### config.mk
export PLATFORM = sky130hd
export DESIGN_NAME = stack_language_lexer
export DESIGN_NICKNAME = d
export VERILOG_FILES = /design/src/rtl/sll_pkg.sv /design/src/rtl/sll_front.sv /design/src/rtl/sll_queue.sv /design/src/rtl/sll_back.sv /design/src/rtl/stack_language_lexer.sv
export VERILOG_INCLUDE_DIRS = /design/src /design/src/rtl
export SDC_FILE = /design/constraint.sdc
export NUM_CORES = 1
export LEC_CHECK = 0
export BUFFER_PORTS_ARGS = -buffer_cell sky130_fd_sc_hd__buf_2
export CAP_MARGIN = 20
export CORE_ASPECT_RATIO = 1.4
export CORE_MARGIN = 3
export CORE_UTILIZATION = 55
export DETAILED_ROUTE_END_ITERATION = 10
export GPL_TIMING_DRIVEN = 0
export PLACE_DENSITY = 0.82
export SYNTH_ARGS = -nofsm -noshare
export SYNTH_HDL_FRONTEND = slang
export SYNTH_SLANG_ARGS = --single-unit
### constraint.sdc
create_clock -name clk -period 5.6 [get_ports clk]
set_input_delay 0 -clock clk [delete_from_list [all_inputs] [get_ports clk]]
set_output_delay 0 -clock clk [all_outputs]
set_load 0.05 [all_outputs]
### src/rtl/assert_macros.svh
// ---------------------------------------------------------------------------
// assertion macros
// shared concurrent assertion forms, empty when synthesised
// ---------------------------------------------------------------------------
`ifndef ASSERT_MACROS_SVH
`define ASSERT_MACROS_SVH
`ifndef SYNTHESIS
`define ASSERT_ALWAYS(lbl, clk, rst, expr) \
  lbl: assert property (@(posedge clk) disable iff (rst) (expr)) \
    else $error("assertion failed");
`define ASSERT_NEXT(lbl, clk, rst, ante, cons) \
  lbl: assert property (@(posedge clk) disable iff (rst) (ante) |=> (cons)) \
    else $error("assertion failed");
`else
`define ASSERT_ALWAYS(lbl, clk, rst, expr)
`define ASSERT_NEXT(lbl, clk, rst, ante, cons)
`endif
`endif

### src/rtl/sll_pkg.sv
// ---------------------------------------------------------------------------
// sll_pkg
// token kinds, keyword table and the token record shared by the lexer parts
// ---------------------------------------------------------------------------
`default_nettype none
package sll_pkg;

  typedef enum logic [1:0] {
    KIND_NUMBER = 2'd0,
    KIND_INST   = 2'd1,
    KIND_ERROR  = 2'd2,
    KIND_END    = 2'd3
  } sll_kind_t;

  localparam int unsigned NUM_KW      = 3;
  localparam int unsigned QUEUE_DEPTH = 4;
  localparam int unsigned QPTR_BITS   = $clog2(QUEUE_DEPTH);

  // keyword spellings, unused slots zero
  localparam logic [7:0] KW_TEXT [NUM_KW][4] = '{
    '{8'h70, 8'h75, 8'h73, 8'h68},   // push
    '{8'h68, 8'h6c, 8'h74, 8'h00},   // hlt
    '{8'h61, 8'h64, 8'h64, 8'h00}    // add
  };
  localparam logic [2:0] KW_LEN [NUM_KW] = '{3'd4, 3'd3, 3'd3};

  localparam logic [7:0] CH_NUL   = 8'd0;
  localparam logic [7:0] CH_NL    = 8'd10;
  localparam logic [7:0] CH_SPACE = 8'd32;
  localparam logic [7:0] CH_HASH  = 8'h23;
  localparam logic [7:0] CH_PLUS  = 8'h2b;
  localparam logic [7:0] CH_MINUS = 8'h2d;
  localparam logic [7:0] CH_ZERO  = 8'h30;
  localparam logic [7:0] CH_NINE  = 8'h39;
  localparam logic [7:0] CH_TAB   = 8'd9;
  localparam logic [7:0] CH_VT    = 8'd11;
  localparam logic [7:0] CH_FF    = 8'd12;
  localparam logic [7:0] CH_CR    = 8'd13;

  // token as classified by the front end
  typedef struct packed {
    sll_kind_t   kind;
    logic [31:0] magnitude;  // digit value, or opcode for instructions
    logic        negative;
    logic [15:0] line;
    logic        fin;
  } sll_tok_t;

endpackage
`default_nettype wire

### src/rtl/sll_front.sv
// ---------------------------------------------------------------------------
// sll_front
// byte scanner: gathers lexemes, converts digits, matches keywords
// ---------------------------------------------------------------------------
`default_nettype none
`include "assert_macros.svh"
module sll_front #(
  parameter int unsigned MAX_LEXEME_LEN = 255,
  parameter int unsigned LINE_BITS      = 16
) (
  input  wire logic             clk,
  input  wire logic             rst,
  input  wire logic             byte_valid,
  input  wire logic [7:0]       src_byte,
  output sll_pkg::sll_tok_t     tok,
  output logic                  tok_valid
);
  import sll_pkg::*;

  localparam int unsigned LW = $clog2(MAX_LEXEME_LEN + 1);
  localparam logic [LW-1:0] LEN_MAX = LW'(MAX_LEXEME_LEN);

  logic [LW-1:0]        len, len_next;
  logic [31:0]          acc, acc_next;
  logic                 is_num, is_num_next;
  logic                 neg, neg_next;
  logic                 stopped, stopped_next;
  logic                 sign_ok, sign_ok_next;
  logic [NUM_KW-1:0]    cand, cand_next;
  logic [LINE_BITS-1:0] line_cnt, line_cnt_next;

  logic        is_delim, is_digit, is_ws, is_sign;
  logic        op_found;
  logic [1:0]  op;
  logic [15:0] line16;

  if (LINE_BITS >= 16) begin : g_line_wide
    assign line16 = line_cnt[15:0];
  end else begin : g_line_narrow
    assign line16 = {{(16 - LINE_BITS){1'b0}}, line_cnt};
  end

  assign is_delim = (src_byte == CH_SPACE) || (src_byte == CH_NL) || (src_byte == CH_NUL);
  assign is_digit = (src_byte >= CH_ZERO) && (src_byte <= CH_NINE);
  assign is_ws    = (src_byte == CH_TAB) || (src_byte == CH_VT) ||
                    (src_byte == CH_FF) || (src_byte == CH_CR);
  assign is_sign  = (src_byte == CH_PLUS) || (src_byte == CH_MINUS);

  always_comb begin
    op_found = 1'b0;
    op       = 2'd0;
    for (int k = 0; k < NUM_KW; k++) begin
      if (cand[k] && (len == {{(LW-3){1'b0}}, KW_LEN[k]})) begin
        op_found = 1'b1;
        op       = 2'(k);
      end
    end
  end

  always_comb begin
    len_next      = len;
    acc_next      = acc;
    is_num_next   = is_num;
    neg_next      = neg;
    stopped_next  = stopped;
    sign_ok_next  = sign_ok;
    cand_next     = cand;
    line_cnt_next = line_cnt;
    tok_valid     = 1'b0;
    tok.kind      = KIND_END;
    tok.magnitude = '0;
    tok.negative  = 1'b0;
    tok.line      = line16;
    tok.fin       = 1'b0;

    if (byte_valid) begin
      if (!is_delim) begin
        if (len == LEN_MAX) begin
          tok_valid = 1'b1;
          tok.kind  = KIND_ERROR;
        end else begin
          if ((len == '0) && (src_byte == CH_HASH)) begin
            is_num_next = 1'b1;
          end else if (is_num && !stopped) begin
            if (sign_ok && is_ws) begin
              acc_next = acc;
            end else if (sign_ok && is_sign) begin
              neg_next     = (src_byte == CH_MINUS);
              sign_ok_next = 1'b0;
            end else if (is_digit) begin
              acc_next     = (acc << 3) + (acc << 1) + {28'd0, src_byte[3:0]};
              sign_ok_next = 1'b0;
            end else begin
              stopped_next = 1'b1;
            end
          end
          for (int k = 0; k < NUM_KW; k++) begin
            if ((len >= {{(LW-3){1'b0}}, KW_LEN[k]}) || (KW_TEXT[k][len[1:0]] != src_byte))
              cand_next[k] = 1'b0;
          end
          len_next = len + 1'b1;
        end
      end else begin
        tok_valid = 1'b1;
        tok.fin   = (src_byte == CH_NUL);
        if (len == '0) begin
          tok.kind = KIND_END;
          tok.fin  = 1'b1;
        end else if (is_num) begin
          tok.kind      = KIND_NUMBER;
          tok.magnitude = acc;
          tok.negative  = neg;
        end else if (op_found) begin
          tok.kind      = KIND_INST;
          tok.magnitude = {30'd0, op};
        end else begin
          tok.kind = KIND_ERROR;
        end
      end
    end

    // lexeme restart after a token, full restart after end, error or nul
    if (tok_valid) begin
      len_next     = '0;
      acc_next     = '0;
      is_num_next  = 1'b0;
      neg_next     = 1'b0;
      stopped_next = 1'b0;
      sign_ok_next = 1'b1;
      cand_next    = '1;
      if ((tok.kind == KIND_ERROR) || (tok.kind == KIND_END) || tok.fin)
        line_cnt_next = LINE_BITS'(1);
      else if (src_byte == CH_NL)
        line_cnt_next = line_cnt + 1'b1;
    end
  end

  always_ff @(posedge clk) begin
    if (rst) begin
      len      <= '0;
      acc      <= '0;
      is_num   <= 1'b0;
      neg      <= 1'b0;
      stopped  <= 1'b0;
      sign_ok  <= 1'b1;
      cand     <= '1;
      line_cnt <= LINE_BITS'(1);
    end else begin
      len      <= len_next;
      acc      <= acc_next;
      is_num   <= is_num_next;
      neg      <= neg_next;
      stopped  <= stopped_next;
      sign_ok  <= sign_ok_next;
      cand     <= cand_next;
      line_cnt <= line_cnt_next;
    end
  end

  `ASSERT_ALWAYS(a_len_in_range, clk, rst, len <= LEN_MAX)
  `ASSERT_NEXT(a_token_clears, clk, rst, tok_valid, (len == '0) && (cand == '1))

endmodule
`default_nettype wire

### src/rtl/sll_queue.sv
// ---------------------------------------------------------------------------
// sll_queue
// short token queue between scanner and result stage
// ---------------------------------------------------------------------------
`default_nettype none
`include "assert_macros.svh"
module sll_queue (
  input  wire logic              clk,
  input  wire logic              rst,
  input  wire logic              wr,
  input  sll_pkg::sll_tok_t      wr_data,
  output logic                   full,
  input  wire logic              rd,
  output sll_pkg::sll_tok_t      rd_data,
  output logic                   empty
);
  import sll_pkg::*;

  sll_tok_t             entries [QUEUE_DEPTH];
  logic [QPTR_BITS-1:0] wr_ptr, rd_ptr;
  logic [QPTR_BITS:0]   count;
  logic                 do_wr, do_rd;

  assign full    = (count == (QPTR_BITS+1)'(QUEUE_DEPTH));
  assign empty   = (count == '0);
  assign do_wr   = wr && !full;
  assign do_rd   = rd && !empty;
  assign rd_data = entries[rd_ptr];

  always_ff @(posedge clk) begin
    if (do_wr) entries[wr_ptr] <= wr_data;
    if (rst) begin
      wr_ptr <= '0;
      rd_ptr <= '0;
      count  <= '0;
    end else begin
      if (do_wr) wr_ptr <= wr_ptr + 1'b1;
      if (do_rd) rd_ptr <= rd_ptr + 1'b1;
      unique case ({do_wr, do_rd})
        2'b10:   count <= count + 1'b1;
        2'b01:   count <= count - 1'b1;
        default: count <= count;
      endcase
    end
  end

  `ASSERT_ALWAYS(a_count_bound, clk, rst, count <= (QPTR_BITS+1)'(QUEUE_DEPTH))
  `ASSERT_NEXT(a_count_up, clk, rst, do_wr && !do_rd, count == $past(count) + 1'b1)

endmodule
`default_nettype wire

### src/rtl/sll_back.sv
// ---------------------------------------------------------------------------
// sll_back
// result stage: applies the sign, forms the value and holds the result
// ---------------------------------------------------------------------------
`default_nettype none
`include "assert_macros.svh"
module sll_back (
  input  wire logic          clk,
  input  wire logic          rst,
  input  wire logic          q_empty,
  input  sll_pkg::sll_tok_t  q_data,
  output logic               q_pop,
  input  wire logic          pop,
  output logic               empty,
  output logic [1:0]         token_kind,
  output logic [31:0]        token_value,
  output logic [15:0]        line_number,
  output logic               final_res
);
  import sll_pkg::*;

  logic        out_valid;
  logic [31:0] value;

  assign empty = !out_valid;
  assign q_pop = !q_empty && (!out_valid || pop);

  always_comb begin
    unique case (q_data.kind)
      KIND_NUMBER: value = q_data.negative ? (32'd0 - q_data.magnitude) : q_data.magnitude;
      KIND_INST:   value = q_data.magnitude;
      KIND_ERROR,
      KIND_END:    value = 32'd0;
      default:     value = 32'd0;
    endcase
  end

  always_ff @(posedge clk) begin
    if (q_pop) begin
      token_kind  <= q_data.kind;
      token_value <= value;
      line_number <= q_data.line;
      final_res   <= q_data.fin;
    end
    if (rst) begin
      out_valid <= 1'b0;
    end else if (q_pop) begin
      out_valid <= 1'b1;
    end else if (pop) begin
      out_valid <= 1'b0;
    end
  end

  `ASSERT_NEXT(a_load_shows, clk, rst, q_pop, out_valid)
  `ASSERT_NEXT(a_hold_waiting, clk, rst, out_valid && !pop, out_valid)

endmodule
`default_nettype wire

### src/rtl/stack_language_lexer.sv
// ---------------------------------------------------------------------------
// stack_language_lexer
// lexer for a small stack language, one source byte per transaction
// ---------------------------------------------------------------------------
//
//  channel   handshake        payload
//  source    push / full      src_byte
//  tokens    pop / empty      token_kind, token_value, line_number, final_res
//
//  one byte is taken every cycle while the token queue has room; a token
//  enters the queue at the edge that takes its ending delimiter and then the
//  result register, later while older tokens still wait there
//  the scanner's per-byte update (digit times ten plus keyword compare) sets
//  the cycle, the queue and the result register part it from the consumer
//  reset is synchronous: scanner state to its start values, line count one
//  full rises only when the queue is full with the result register held
//
`default_nettype none
module stack_language_lexer #(
  parameter int unsigned MAX_LEXEME_LEN = 255,
  parameter int unsigned LINE_BITS      = 16
) (
  input  wire logic        clk,
  input  wire logic        rst,
  input  wire logic        push,
  output logic             full,
  input  wire logic [7:0]  src_byte,
  output logic             empty,
  input  wire logic        pop,
  output logic [1:0]       token_kind,
  output logic [31:0]      token_value,
  output logic [15:0]      line_number,
  output logic             final_res
);
  import sll_pkg::*;

  sll_tok_t front_tok, q_data;
  logic     front_valid;
  logic     q_empty, q_pop;

  // front end: scanner, runs on every accepted byte
  sll_front #(
    .MAX_LEXEME_LEN (MAX_LEXEME_LEN),
    .LINE_BITS      (LINE_BITS)
  ) u_front (
    .clk        (clk),
    .rst        (rst),
    .byte_valid (push && !full),
    .src_byte   (src_byte),
    .tok        (front_tok),
    .tok_valid  (front_valid)
  );

  // decoupling queue, its full flag stalls the source
  sll_queue u_queue (
    .clk     (clk),
    .rst     (rst),
    .wr      (front_valid),
    .wr_data (front_tok),
    .full    (full),
    .rd      (q_pop),
    .rd_data (q_data),
    .empty   (q_empty)
  );

  // back end: value formation and result register
  sll_back u_back (
    .clk         (clk),
    .rst         (rst),
    .q_empty     (q_empty),
    .q_data      (q_data),
    .q_pop       (q_pop),
    .pop         (pop),
    .empty       (empty),
    .token_kind  (token_kind),
    .token_value (token_value),
    .line_number (line_number),
    .final_res   (final_res)
  );

endmodule
`default_nettype wire
# [After elaboration in Yosys (flattened, before gate mapping)]
# Memories as Yosys holds them, arrays and structs flattened. A register that Yosys moved wholly into a read port is not among the register bits.
# Index checks and enable logic that the tools add are counted.
[classes] add_sub_neg=9 magnitude_cmp=5 n_eq_ne=23 n_mux=43 bitwise_logic=7 n_reduce_logical=48
[ops] op="one-hot mux 32 bit (3 select lines)" count=1
[ops] op="two-way mux 33 bit" count=2
[ops] op="binary-select mux 8 bit (select 2 bit)" count=3
[ops] op="two-way mux 8 bit" count=6
[ops] op="equality test 8 x 4 -> 1 bit, second input constant" count=5
[ops] op="two-way mux 35 bit" count=1
[ops] op="two-way mux 34 bit" count=1
[ops] op="adder 32 bit" count=1
[ops] op="adder 32 x 4 -> 32 bit" count=1
[ops] op="equality test 8 x 6 -> 1 bit, second input constant" count=4
[ops] op="two-way mux 16 bit" count=2
[ops] op="two-way mux 32 bit" count=1
[ops] op="subtractor 1 x 32 -> 32 bit, first input constant" count=1
[ops] op="!= test 8 bit" count=3
[ops] op="two-way mux 1 bit" count=18
[ops] op="adder 16 x 1 -> 16 bit, second input constant" count=1
[ops] op="logical NOT 8 bit" count=2
[ops] op="AND reduction 4 bit" count=4
[ops] op="AND reduction 8 bit" count=2
[ops] op="two-way mux 2 bit" count=7
[ops] op="AND reduction 7 bit" count=2
[ops] op="logical AND 1 bit" count=12
[ops] op="logical OR 1 bit" count=12
[ops] op="equality test 2 bit, second input constant" count=5
[ops] op="other kinds (24)" count=38
[word_totals] reg_bits=122 ram_bits=208 inputBits=12 output_inout_bits=53 word_cells=154 n_memories=1
[mem_list] memory="u_queue.entries" words=4 width=52 read_ports=1 rd_ports_with_merged_regs=1 wr=1 line_no="sll_queue.sv:19" rtl="sll_tok_t entries [QUEUE_DEPTH];"

# [Depth between registers and ports, before layout]
# Gate-level depths: netlist of run 1.
[depth] ltp_word=15 ltp_mapped=14 mapped_depth_nobuf=12

# [Cells and area by module]
# Synthesis of run 1 repeated with hierarchy kept, for this count alone.
[unflattened] cells_unflattened=1217 area_unflattened_um2=15787.6
[modules_own_cells] mod="sll_queue" instances=1 cells_each=326 area_per_inst_um2=8040.2 seq_area_each_um2=6426.2
[modules_own_cells] mod="sll_front" instances=1 cells_each=685 area_per_inst_um2=5243.8 seq_area_each_um2=1261.2
[modules_own_cells] mod="sll_back" instances=1 cells_each=205 area_per_inst_um2=2489.9 seq_area_each_um2=1551.5
[modules_own_cells] mod="stack_language_lexer" instances=1 cells_each=1 area_per_inst_um2=13.8 seq_area_each_um2=0.0

# [Least setup slack after synthesis of run 1]
# Ideal clock, no wire load.
[synth_path] path_type="register -> register" start="register u_queue.count[0]" end="register u_queue.count[2]" setup_time_ps=71 arrival_time_ps=4578 required_ps=5529 path_slack_ps=951 path_stages_with_launch=9 path_buffers=0 period_less_slack_ps=4649 path_cell_list="dfxtp_1 -> nor3_1 -> a21oi_1 -> ha_1 -> inv_1 -> fa_1 -> xor2_1 -> or3_1 -> a21oi_1"
[synth_via] word_cells_on_any_way=15 cone_classes="add/sub: 2; eq/ne: 3; mux: 2; reduce/logical: 8"
[synth_lines] element="start: declaration" line_no="sll_queue.sv:21" rtl="logic [QPTR_BITS:0] count;"
[synth_lines] element="start signal: assignment" line_no="sll_queue.sv:40" rtl="2'b10: count <= count + 1'b1;"
[synth_lines] element="start signal: assignment" line_no="sll_queue.sv:41" rtl="2'b01: count <= count - 1'b1;"
[synth_lines] element="start signal: assignment" line_no="sll_queue.sv:42" rtl="default: count <= count;"
[synth_lines] element="logical NOT 3 bit (*)" line_no="sll_queue.sv:25" rtl="assign empty = (count == '0);"
[synth_lines] element="logical NOT 1 bit (*)" line_no="sll_back.sv:26" rtl="assign q_pop = !q_empty && (!out_valid || pop);"
[synth_lines] element="logical AND 1 bit (*)" line_no="sll_back.sv:26"
[synth_lines] element="net q_pop" line_no="stack_language_lexer.sv:39" rtl="logic q_empty, q_pop;"
[synth_lines] element="logical AND 1 bit (*)" line_no="sll_queue.sv:27" rtl="assign do_rd = rd && !empty;"
[synth_lines] element="equality test 2 x 1 -> 1 bit / equality test 2 bit (equally long branches)" line_no="sll_queue.sv:39" rtl="unique case ({do_wr, do_rd})"
[synth_lines] element="one-hot mux 3 bit (2 select lines) / nonzero test 2 bit (equally long branches)"
# Mark *: on every way through the listed nets, which the timed path passes. The rest lies on a longest branch.
# A chain may end at the register's enable or synchronous reset.

# [Worst setup path in the final report of run 1]
[layout_path] start="input src_byte[3]" end="register u_front.acc[29]"
[layout_via] elab_chain_len=7 word_cells_on_any_way=31 cone_classes="add/sub: 1; order compare: 2; eq/ne: 9; mux: 2; bitwise: 4; reduce/logical: 13"
[layout_rtl] element="start: declaration" line_no="stack_language_lexer.sv:27" rtl="input wire logic [7:0] src_byte,"
[layout_rtl] element="parallel branches: the longest is 7 deep, another holds adder 32 x 4 -> 32 bit"
[layout_rtl] element="end signal: assignment" line_no="sll_front.sv:150" rtl="acc <= acc_next;"
[layout_rtl] element="end: declaration" line_no="sll_front.sv:24" rtl="logic [31:0] acc, acc_next;"
# Several ways; the timed one is not identified.

==> flow_summary.yaml, run 1 <==
clocking:
  cts_made_buffers: 29
  postCtsSetupBuffers: 0
  cts.hold.buffers_added: 11
  cts_tree: "yes"
  cts.clk_slew.worst_paths_ns: 0.07
  clock_path_buffers: 3
  cts-resized-gates: 0
  cts_root_buf: "clkbuf_16"
  htree_levels: 1
  cts.sinks: 332
  insertion_delay_ns: 0.56
die:
  core_area_mm2: 0.02727
  die_h_um: 204.0
  die_area_mm2: 0.03009
  die_w_um: 147.5
  ioPinCount: 65
  start_util_pct: 56.50
  rows: 71
place:
  place_area_mm2: 0.01629
  io_buffers: 62
  dpl.hpwl_um: 22720
  place.gp.congestion: 0.9005
worst_setup_path:
  cp_slowest_cell: "o41ai_1"
  crit_chain: "dlygate4sd3_1 -> buf_2 -> clkbuf_1 -> inv_1 -> fa_1 -> inv_1 -> ha_1 -> a211oi_1 -> o21a_1 -> nor4_1 -> nor2_1 -> o41ai_1 -> a211oi_1 -> or4_1 -> nand3_1"
  crit_buf_inv: 5
  start_kind: "primary input"
  reg2reg_slack_ns: 1.60
  crit_path_end_kind: "register"
  worst-endpoint-required_ns: 6.10
  cpPeakStageDelay_ns: 0.87
  critical_path_peak_fanout: 10
  crit_family: "compound AO/OA/AOI/OAI gates"
  cp.arrival_ns: 4.56
  crit_type: "primary input to register"
global_route:
  antenna_found_initial: 0
  gr-total-overflow: 0
  grt_max_degree: 36
  grt_pass1_wl_um: 53120
  grt_pass1_vias: 10030
  grt_usage_pct: 22.01
drt:
  routedWlPerCell_um: 19.76
  drtAntennaViolNets: 0
  drc: 0
  num_vias: 9953
  drt_iter0_markers: 1000
  viasPerCell: 5.907
  finalWirelength_um: 33290
  firstDrtPassIters: 5
sta:
  slew_viol_final: 0
  setup_viol: 0
  fin_crit_ns: 4.062
  finalHoldViolCount: 0
  post-route-period-util_pct: 72.54
  rsz0062_at_grt: "false"
  slew_headroom_pct: 39.46
  tightest_slew_ns: 0.8964
  skew_ns: 0.01173
  clock.fmax_ghz: 0.2462
cells_and_area:
  syn2layout_area_growth_pct: 12.84
  n_antenna_cell: 0
  fin_nets: 1381
  layout-drive-gt1-share_pct: 14.92
  fillers: 1925
  final_cell_area_mm2: 0.01739
  fin_util_pct: 63.75
logic_synthesis:
  synthesis.nets: 1272
  yosys.area.top_type: "edfxtp_1"
  yosys-top-cells-count: "edfxtp_1 (259), nor2_1 (114), nand2_1 (85)"
  yosysSeqAreaShare_pct: 59.96
  synth_edf_count: 259
  syn_area_mm2: 0.01541
  yosysMostFrequentCell: "edfxtp_1"
  yosys_warnings: 0
  syn_area_per_cell_um2: 12.97
  synth_cells: 1188
  netlist-cell-type-count: 62
  synthArstFlopShare_pct: 0
  ys_top_cells_by_area: "edfxtp_1 (50%), dfxtp_1 (9.5%), mux4_2 (7.5%), ha_1 (5.6%), nor2_1 (2.8%)"
  ys_seq_elements: 332
  synth_top_cell_area_share_pct: 50.48
  synthFlopType: "edfxtp_1"
pwr:
  power_leakage_nw: 6.509
  peakVddDrop_mv: 0.2753
  p_per_area_mw_per_mm2: 405.8
hold_path:
  min_path_type: "primary input to register"
outcome:
  outcome: "complete, no violations"
flow_run:
  cap_violations: 0
[area by class of cell]
| type | count | area [um^2] | area share [%] |
|---|---|---|---|
| Buffer | 53 | 224.0 | 1.288 |
| Timing Repair Buffer | 78 | 520.5 | 2.994 |
| Clock buffer | 37 | 795.8 | 4.577 |
| Inverter | 29 | 108.9 | 0.6261 |
| Multi-Input combinational cell | 774 | 5853 | 33.66 |
| Sequential cell | 332 | 9239 | 53.14 |
| Clock inverter | 17 | 188.9 | 1.087 |
| Tap cell | 365 | 456.7 | 2.627 |
[per-stage QoR]
step	worst slack [ns]	hold WS (ns)	cells	setup TNS, ns	total power [W]
detailed placement	1.627	0.2580	1620	0	0.005061
floorplan	0.9514	0.06907	1188	0	0.004645
global route	1.340	0.05275	1685	0	0.007303
global placement	-0.04169	0.2540	1615	-0.04169	0.005017
finish	1.538	0.02298	1685	0	0.007056
CTS	1.592	0.009294	1685	0	0.007084
[registers in the layout, indices dropped and copies added, names as in the netlist, named ones only]
| signal | cells |
|---|---|
| u_queue.entries | 208 |
| u_back.token_value | 32 |
| u_front.acc | 32 |
| u_back.line_number | 16 |
| u_front.line16 | 16 |
| u_front.len | 8 |
| u_front.cand | 3 |
| u_queue.count | 3 |
| u_back.token_kind | 2 |
| u_queue.rd_ptr | 2 |
| u_queue.wr_ptr | 2 |
| u_back.final_res | 1 |
| u_back.out_valid | 1 |
| u_front.is_num | 1 |
| u_front.neg | 1 |
| u_front.sign_ok | 1 |
| u_front.stopped | 1 |
[cell families (layout without fill, tap and decap cells)]
group	after synthesis	count (layout)	share of synthesized area (%)
multiplexers	58	58	7.909
AND/OR/NAND/NOR	385	385	12.20
adder cells (fa/ha/maj)	72	72	5.993
AO/OA/AOI/OAI	181	181	7.341
flip-flops	332	332	59.96
buffers and inverters	82	214	2.160
XOR/XNOR	78	78	4.434
[per-layer routing]
layer  global-route usage, %  vias to the layer above  wire (um)
met5                       0                        -          0
met4                   8.461                        0       1119
met3                   2.374                       81       1568
met2                   40.79                      333      17890
met1                   26.36                     4885      12720
li1                        -                     4654          -
[worst reg2reg max path: stages (launching register included)]
cell	delay, ns
dfxtp_1	0.31
clkbuf_1	0.52
buf_2	0.42
buf_2	0.37
buf_2	0.33
buf_1	0.62
mux4_2	0.49
clkbuf_1	0.52
a21oi_1	0.14
[cells in the final DEF, fill, tap and decap left out, drive strengths merged, types with 4 or more instances in the layout]
master and count:
edfxtp 259, nor2 114, nand2 85, buf 83, clkbuf 74, dfxtp 73, ha 69, a21oi 66
mux4 51, xnor2 47, and2 38, o21ai 37, xor2 31, inv 31, nand3 29, nor3 24
and3 20, a21o 16, nand4 14, or3 14, dlygate4sd3 11, clkinv 11, or2 10, a211oi 9
a31oi 8, nor4 8, mux2i 7, nor2b 6, a211o 6, o31ai 6, or4 5, o21bai 5
nor3b 4, o41ai 4, o21a 4
[final timing paths]
check	from	end	depth (start not counted)
max	src_byte[3]	u_front.acc[29]$_SDFFE_PP0P_	15
min	src_byte[2]	u_front.acc[2]$_SDFFE_PP0P_	5
max reg2reg	register	u_back.token_value[6]$_DFFE_PP_	8
min reg2reg	u_front.cand[0]$_SDFFE_PP1P_	u_front.cand[0]$_SDFFE_PP1P_	2
[where the power goes]
group          internal, W  switching [W]  total, W
registers          0.00296      0.0000639   0.00302
clock network      0.00115       0.000874   0.00203
logic             0.000577        0.00143   0.00200
total              0.00469        0.00236   0.00706
Note: power is estimated with default switching activity, not from simulation.
==> run 2, diff against run 1 <==
ABC_AREA = 1   (was unset)
clock period = 4.2 ns   (was 5.6 ns; I/O delays follow)
==> run 2 against run 1 <==
  * Global-route usage up 1.8 points
  * Total power grew 44%
  * Via count grew 31%
  * Critical path type unchanged
  * Routed wire length grew 19%
  * Critical endpoint is now u_front.line16[1]$_SDFFE_PP0P_
  * Design area up 7.5%
==> flow_summary.yaml, run 2 <==
sta:
  finalHoldViolCount: 0
  tightest_slew_ns: 1.007
  clock.fmax_ghz: 0.3273
  fin_crit_ns: 3.055
  slew_viol_final: 0
  fin_ws_ns: 1.145
  setup_viol: 0
  post-route-period-util_pct: 72.74
  rsz0062_at_grt: "false"
  slew_headroom_pct: 32.87
  skew_ns: 0.02271
clocking:
  cts_made_buffers: 28
  cts_tree: "yes"
  cts.clk_slew.worst_paths_ns: 0.07
  htree_levels: 1
  cts-resized-gates: 0
  cts_root_buf: "clkbuf_16"
  cts.sinks: 332
  clock_path_buffers: 3
  insertion_delay_ns: 0.55
die:
  start_util_pct: 56.51
  core_area_mm2: 0.02954
  die_area_mm2: 0.03250
  ioPinCount: 65
  die_w_um: 153.2
  die_h_um: 212.1
  rows: 74
drt:
  finalWirelength_um: 39590
  routedWlPerCell_um: 17.23
  drt_iter0_markers: 995
  num_vias: 13010
  drc: 0
  drtAntennaViolNets: 0
  viasPerCell: 5.663
  firstDrtPassIters: 5
cells_and_area:
  layout-drive-gt1-share_pct: 11.63
  fin_nets: 1979
  syn2layout_area_growth_pct: 11.93
  max_flop_register: "u_queue.entries"
  largest_reg_flops: 208
  n_antenna_cell: 0
  final_cell_area_mm2: 0.01868
  final_cell_mix: "nand2_1 (403), edfxtp_1 (259), nor2_1 (192)"
  final_common_cell: "nand2_1"
  largest_registers: "u_queue.entries: 208 flops, u_back.token_value: 32 flops, u_front.acc: 32 flops"
worst_setup_path:
  crit_type: "primary input to register"
  r2r_cells: 13
  critical_path_peak_fanout: 3
  path_depth: 11
  crit_buf_inv: 6
  r2r-start: "u_front.acc[0]$_SDFFE_PP0P_"
  crit_chain: "dlygate4sd3_1 -> buf_2 -> nor2_1 -> dlygate4sd3_1 -> nand3_1 -> dlygate4sd3_1 -> nor2_1 -> dlygate4sd3_1 -> nand4_1 -> dlygate4sd3_1 -> a21oi_1"
  cp.arrival_ns: 3.54
  crit_family: "buffers and inverters"
  crit_path_frequent_cell: "dlygate4sd3_1"
  cp_slowest_cell: "dlygate4sd3_1"
  cp-startpoint: "src_byte[7]"
  r2r_end: "u_front.acc[12]$_SDFFE_PP0P_"
  worst-endpoint-required_ns: 4.68
  reg2reg_slack_ns: 1.31
  start_kind: "primary input"
  cp-endpoint: "u_front.line16[1]$_SDFFE_PP0P_"
  cpPeakStageDelay_ns: 0.60
  crit_path_end_kind: "register"
logic_synthesis:
  yosys-top-cells-count: "nand2_1 (403), edfxtp_1 (259), nor2_1 (196)"
  yosysSeqAreaShare_pct: 55.35
  ys_top_cells_by_area: "edfxtp_1 (47%), nand2_1 (9.1%), dfxtp_1 (8.8%), ha_1 (5.2%), nor2_1 (4.4%)"
  syn_area_mm2: 0.01669
  synthArstFlopShare_pct: 0
  yosys_warnings: 0
  synthesis.nets: 1867
  ys_seq_elements: 332
  yosysMostFrequentCell: "nand2_1"
  synth_top_cell_area_share_pct: 46.60
  synth_edf_count: 259
  synthFlopType: "edfxtp_1"
  yosys.area.top_type: "edfxtp_1"
  synth_cells: 1783
  netlist-cell-type-count: 56
  syn_area_per_cell_um2: 9.361
global_route:
  grt_pass1_wl_um: 63000
  grt_usage_pct: 23.84
  antenna_found_initial: 0
  gr-total-overflow: 0
  grt_pass1_vias: 12850
  grt_max_degree: 33
pwr:
  p_seq_share_pct: 39.7
  intPower_w: 0.006259
  peakVddDrop_mv: 0.3966
  p_per_area_mw_per_mm2: 545.5
  power_frac_clock_pct: 24.8
  swShare_pct: 38.59
  power_switching_w: 0.003933
  combPwrFrac_pct: 35.5
  power_leakage_nw: 7.925
place:
  place_area_mm2: 0.01765
  place_ws_ns: 1.341
  place.gp.congestion: 0.9323
  dpl.hpwl_um: 28810
  io_buffers: 63
outcome:
  outcome: "complete, no violations"
flow_run:
  cap_violations: 0
hold_path:
  min_path_type: "primary input to register"
## run 2: cell count changes after synthesis, moves of 52 or more
cell	before	now
nand2_1	85	403
inv_1	29	141
nand3_1	29	131
nor2_1	114	196
o21ai_0	36	114
a21oi_1	66	118
## run 2: power by group through the flow
stage               logic, W  registers [W]  clock network (W)
finish               0.00362        0.00405            0.00253
global route         0.00392        0.00407            0.00266
CTS                  0.00362        0.00405            0.00254
detailed placement   0.00360        0.00412                  0
global placement     0.00348        0.00415                  0
floorplan            0.00176        0.00508                  0
## run 2: cell type report
cell class | instances | area [um^2]
buffer | 63 | 414.1
clock buffer | 41 | 832.0
clock inverter | 11 | 66.31
multi-input combinational | 1231 | 6482
timing repair buffer | 82 | 573.1
tap | 380 | 475.5
sequential | 332 | 9239
fill | 2303 | 10850
inverter | 157 | 600.6
## run 2: worst min-delay path by stage
stage | start | endpoint | slack, ns | cells past startpoint
after CTS | src_byte[5] | u_front.cand[2]$_SDFFE_PP1P_ | 0.002 | 8
after global routing | src_byte[4] | u_front.cand[2]$_SDFFE_PP1P_ | 0.11 | 8
after floorplan | rst | u_front.line16[1]$_SDFFE_PP0P_ | 0.07 | 1
after global placement | rst | u_front.line16[1]$_SDFFE_PP0P_ | 0.24 | 2
final | src_byte[5] | u_front.cand[2]$_SDFFE_PP1P_ | 0.04 | 8
after detailed placement | rst | u_front.line16[4]$_SDFFE_PP0P_ | 0.25 | 2
## run 2: cells by family (layout without fill, tap and decap cells)
family                     after synthesis  count (layout)  synth area share, %
AOI/OAI and AO/OA                      292             292                9.520
xor gates and xnor gates                34              34                1.784
adders and majority gates               72              72                5.532
buffers and inverters                  220             354                6.079
DFF                                    332             332                55.35
and+or+nand+nor                        833             833                21.73
## run 2: repair_timing
action / 4_1_cts / 5_1_grt
endpoints found under the hold margin: 26 / 0
hold buffers: 13 / 0
buffers inserted: 0 / 0
## run 2: through the flow
stage               cells  hold WS, ns  power, W  TNS, ns  utilization, %
floorplan            1783      0.06907  0.006843        0               -
global placement     2226       0.2429  0.007627  -308.62           59.21
detailed placement   2232       0.2461  0.007721        0           59.77
CTS                  2297     0.001801   0.01021        0           63.26
global route         2297       0.1134   0.01065        0           63.26
finish               2297      0.04326   0.01019        0           63.26
## run 2: layer usage
layer  vias up  track usage (%)  part of all wire (%)
li1       6333                -                     -
met1      6095            27.70                    38
met2       489            44.93                    53
met3        91            1.731                   4.8
met4         0            10.73                   3.7
met5         -                0                     0
## run 2: worst min-delay path, delay by kind of cell
kind / cells / cell delay, ns
buffers and inverters: 1 / 0.12
AND/OR/NAND/NOR: 6 / 0.35
AO/OA/AOI/OAI: 1 / 0.09
==> run 3, diff against run 2 <==
PLACE_DENSITY = 0.85   (was 0.82)
clock period = 2.8 ns   (was 4.2 ns; I/O delays follow)
==> run 3 against run 2 <==
  * First-iteration DRC count increased by 11%
  * Critical path depth rose by 1
  * Global-route usage grew 1.2 points
  * Routed wire length increased by 6.7%
  * Combinational power increased by 52%
  * Via count grew 3.2%
  * Die area unchanged
  * Total power increased by 57%
  * Cell count is 0.30% higher
  * Worst setup slack worse by 1.0 ns
  * Flip-flop and latch count is the same
  * Worst hold slack worse by 0.024 ns
  * Largest cell class unchanged
  * Largest power group unchanged
==> flow_summary.yaml, run 3 (synthesis gave the netlist of run 2 again) <==
outcome:
  outcome: "complete, no violations"
die:
  die_w_um: 153.2
  ioPinCount: 65
  die_h_um: 212.1
  rows: 74
  die_area_mm2: 0.03250
  start_util_pct: 56.51
  core_area_mm2: 0.02954
pwr:
  peakVddDrop_mv: 0.5094
  power_leakage_nw: 7.989
  p_per_area_mw_per_mm2: 846.0
cells_and_area:
  n_antenna_cell: 0
  largest_reg_flops: 208
  layout-drive-gt1-share_pct: 12.79
  largest_registers: "u_queue.entries: 208 flops, u_back.token_value: 32 flops, u_front.acc: 32 flops"
  layoutNonFillerInstCount: 2304
  syn2layout_area_growth_pct: 13.09
  final_common_cell: "nand2_1"
  final_cell_mix: "nand2_1 (396), edfxtp_1 (259), nor2_1 (191)"
  max_flop_register: "u_queue.entries"
  fin_nets: 1985
global_route:
  grt_pass1_wl_um: 65540
  grt_max_degree: 34
  grt_usage_pct: 25.04
  antenna_found_initial: 0
  gr-total-overflow: 0
  grt_pass1_vias: 13250
sta:
  slew_viol_final: 0
  post-route-period-util_pct: 94.71
  slew_headroom_pct: 33.12
  finalHoldViolCount: 0
  rsz0062_at_grt: "false"
  setup_viol: 0
  skew_ns: 0.01156
  fin_ws_ns: 0.1481
  tightest_slew_ns: 0.9971
  clock.fmax_ghz: 0.3771
  fin_setup_tns_ns: 0
  fin_crit_ns: 2.652
clocking:
  cts_made_buffers: 29
  htree_levels: 1
  clock_path_buffers: 3
  cts_root_buf: "clkbuf_16"
  cts_tree: "yes"
  cts.sinks: 332
  cts.clk_slew.worst_paths_ns: 0.07
  insertion_delay_ns: 0.57
drt:
  viasPerCell: 5.826
  drc: 0
  num_vias: 13420
  finalWirelength_um: 42250
  drt_iter0_markers: 1108
  drtAntennaViolNets: 0
  firstDrtPassIters: 8
  routedWlPerCell_um: 18.34
worst_setup_path:
  cp.arrival_ns: 2.97
  critical_path_peak_fanout: 10
  crit_type: "register to register"
  start_kind: "register"
  worst-endpoint-required_ns: 3.12
  cp-endpoint: "u_back.token_value[28]$_DFFE_PP_"
  reg2reg_slack_ns: 0.15
  r2r_end: "u_back.token_value[28]$_DFFE_PP_"
  r2r_cells: 12
  crit_path_end_kind: "register"
place:
  dpl.hpwl_um: 29050
  place_ws_ns: -0.07566
  dp.cells: 2231
  io_buffers: 63
  place.gp.congestion: 0.9257
hold_path:
  min_path_type: "primary input to register"
flow_run:
  cap_violations: 0
==> run 3: timing repair <==
item,4_1_cts,5_1_grt
setup buffers,0,4
hold endpoints to repair,29,0
hold buffers,11,0
pin swaps,2,5
gates resized for setup,2,15
cloned,2,2
endpoints found under the setup margin,71,75
==> run 3: layout make-up <==
type,instances,area [um^2]
Sequential cell,332,9241
Inverter,157,604.3
Clock buffer,40,797.0
Buffer,63,417.9
Tap cell,380,475.5
Timing Repair Buffer,83,555.5
Multi-Input combinational cell,1235,6544
Fill cell,2211,10660
Clock inverter,14,240.2
==> run 3: worst min-delay path by stage <==
stage	endpoint	slack (ns)	start	cells past startpoint
6_report	u_front.cand[2]$_SDFFE_PP1P_	0.02	src_byte[4]	8
5_1_grt	u_front.is_num$_SDFFE_PP0P_	0.09	push	5
4_1_cts	u_front.cand[2]$_SDFFE_PP1P_	0.0002	src_byte[4]	8
3_5_place_dp	u_front.line16[1]$_SDFFE_PP0P_	0.25	rst	2
3_3_place_gp	u_front.line16[1]$_SDFFE_PP0P_	0.25	rst	2
2_1_floorplan	u_front.line16[1]$_SDFFE_PP0P_	0.07	rst	1
==> run 3: report_power, final <==
| group | total [W] | switching, W | internal (W) |
|---|---|---|---|
| logic | 0.00552 | 0.00416 | 0.00136 |
| registers | 0.00608 | 0.000114 | 0.00596 |
| clock network | 0.00437 | 0.00181 | 0.00256 |
==> run 3: metal layers <==
layer  share of wire [%]  GRT usage [%]  vias to the layer above
met2                  52          46.35                      670
li1                    -              -                     6352
met3                 7.6          3.217                      128
met5                   0              0                        -
met4                 4.8          13.59                        0
met1                  36          27.91                     6274
==> run 3: worst max-delay path, cell delays in order, from the launching register on <==
cell	delay, ns
dfxtp_1	0.32
buf_2	0.21
buf_2	0.31
nand3_1	0.12
nand2_1	0.20
ha_1	0.26
inv_1	0.10
nor2_4	0.14
nand3_2	0.18
nor2_4	0.18
nand4_1	0.14
a21oi_1	0.16
nor2_1	0.06
==> run 3: per-stage QoR <==
stage	total power (W)	instance area [um^2]	hold slack (ns)	utilization [%]
after global routing	0.01662	18880	0.09094	63.91
after floorplan	0.01027	16720	0.06907	-
after detailed placement	0.01159	17630	0.2506	59.69
final	0.01597	18880	0.01936	63.91
after CTS	0.01593	18800	0.0002118	63.64
after global placement	0.01141	17510	0.2494	59.29
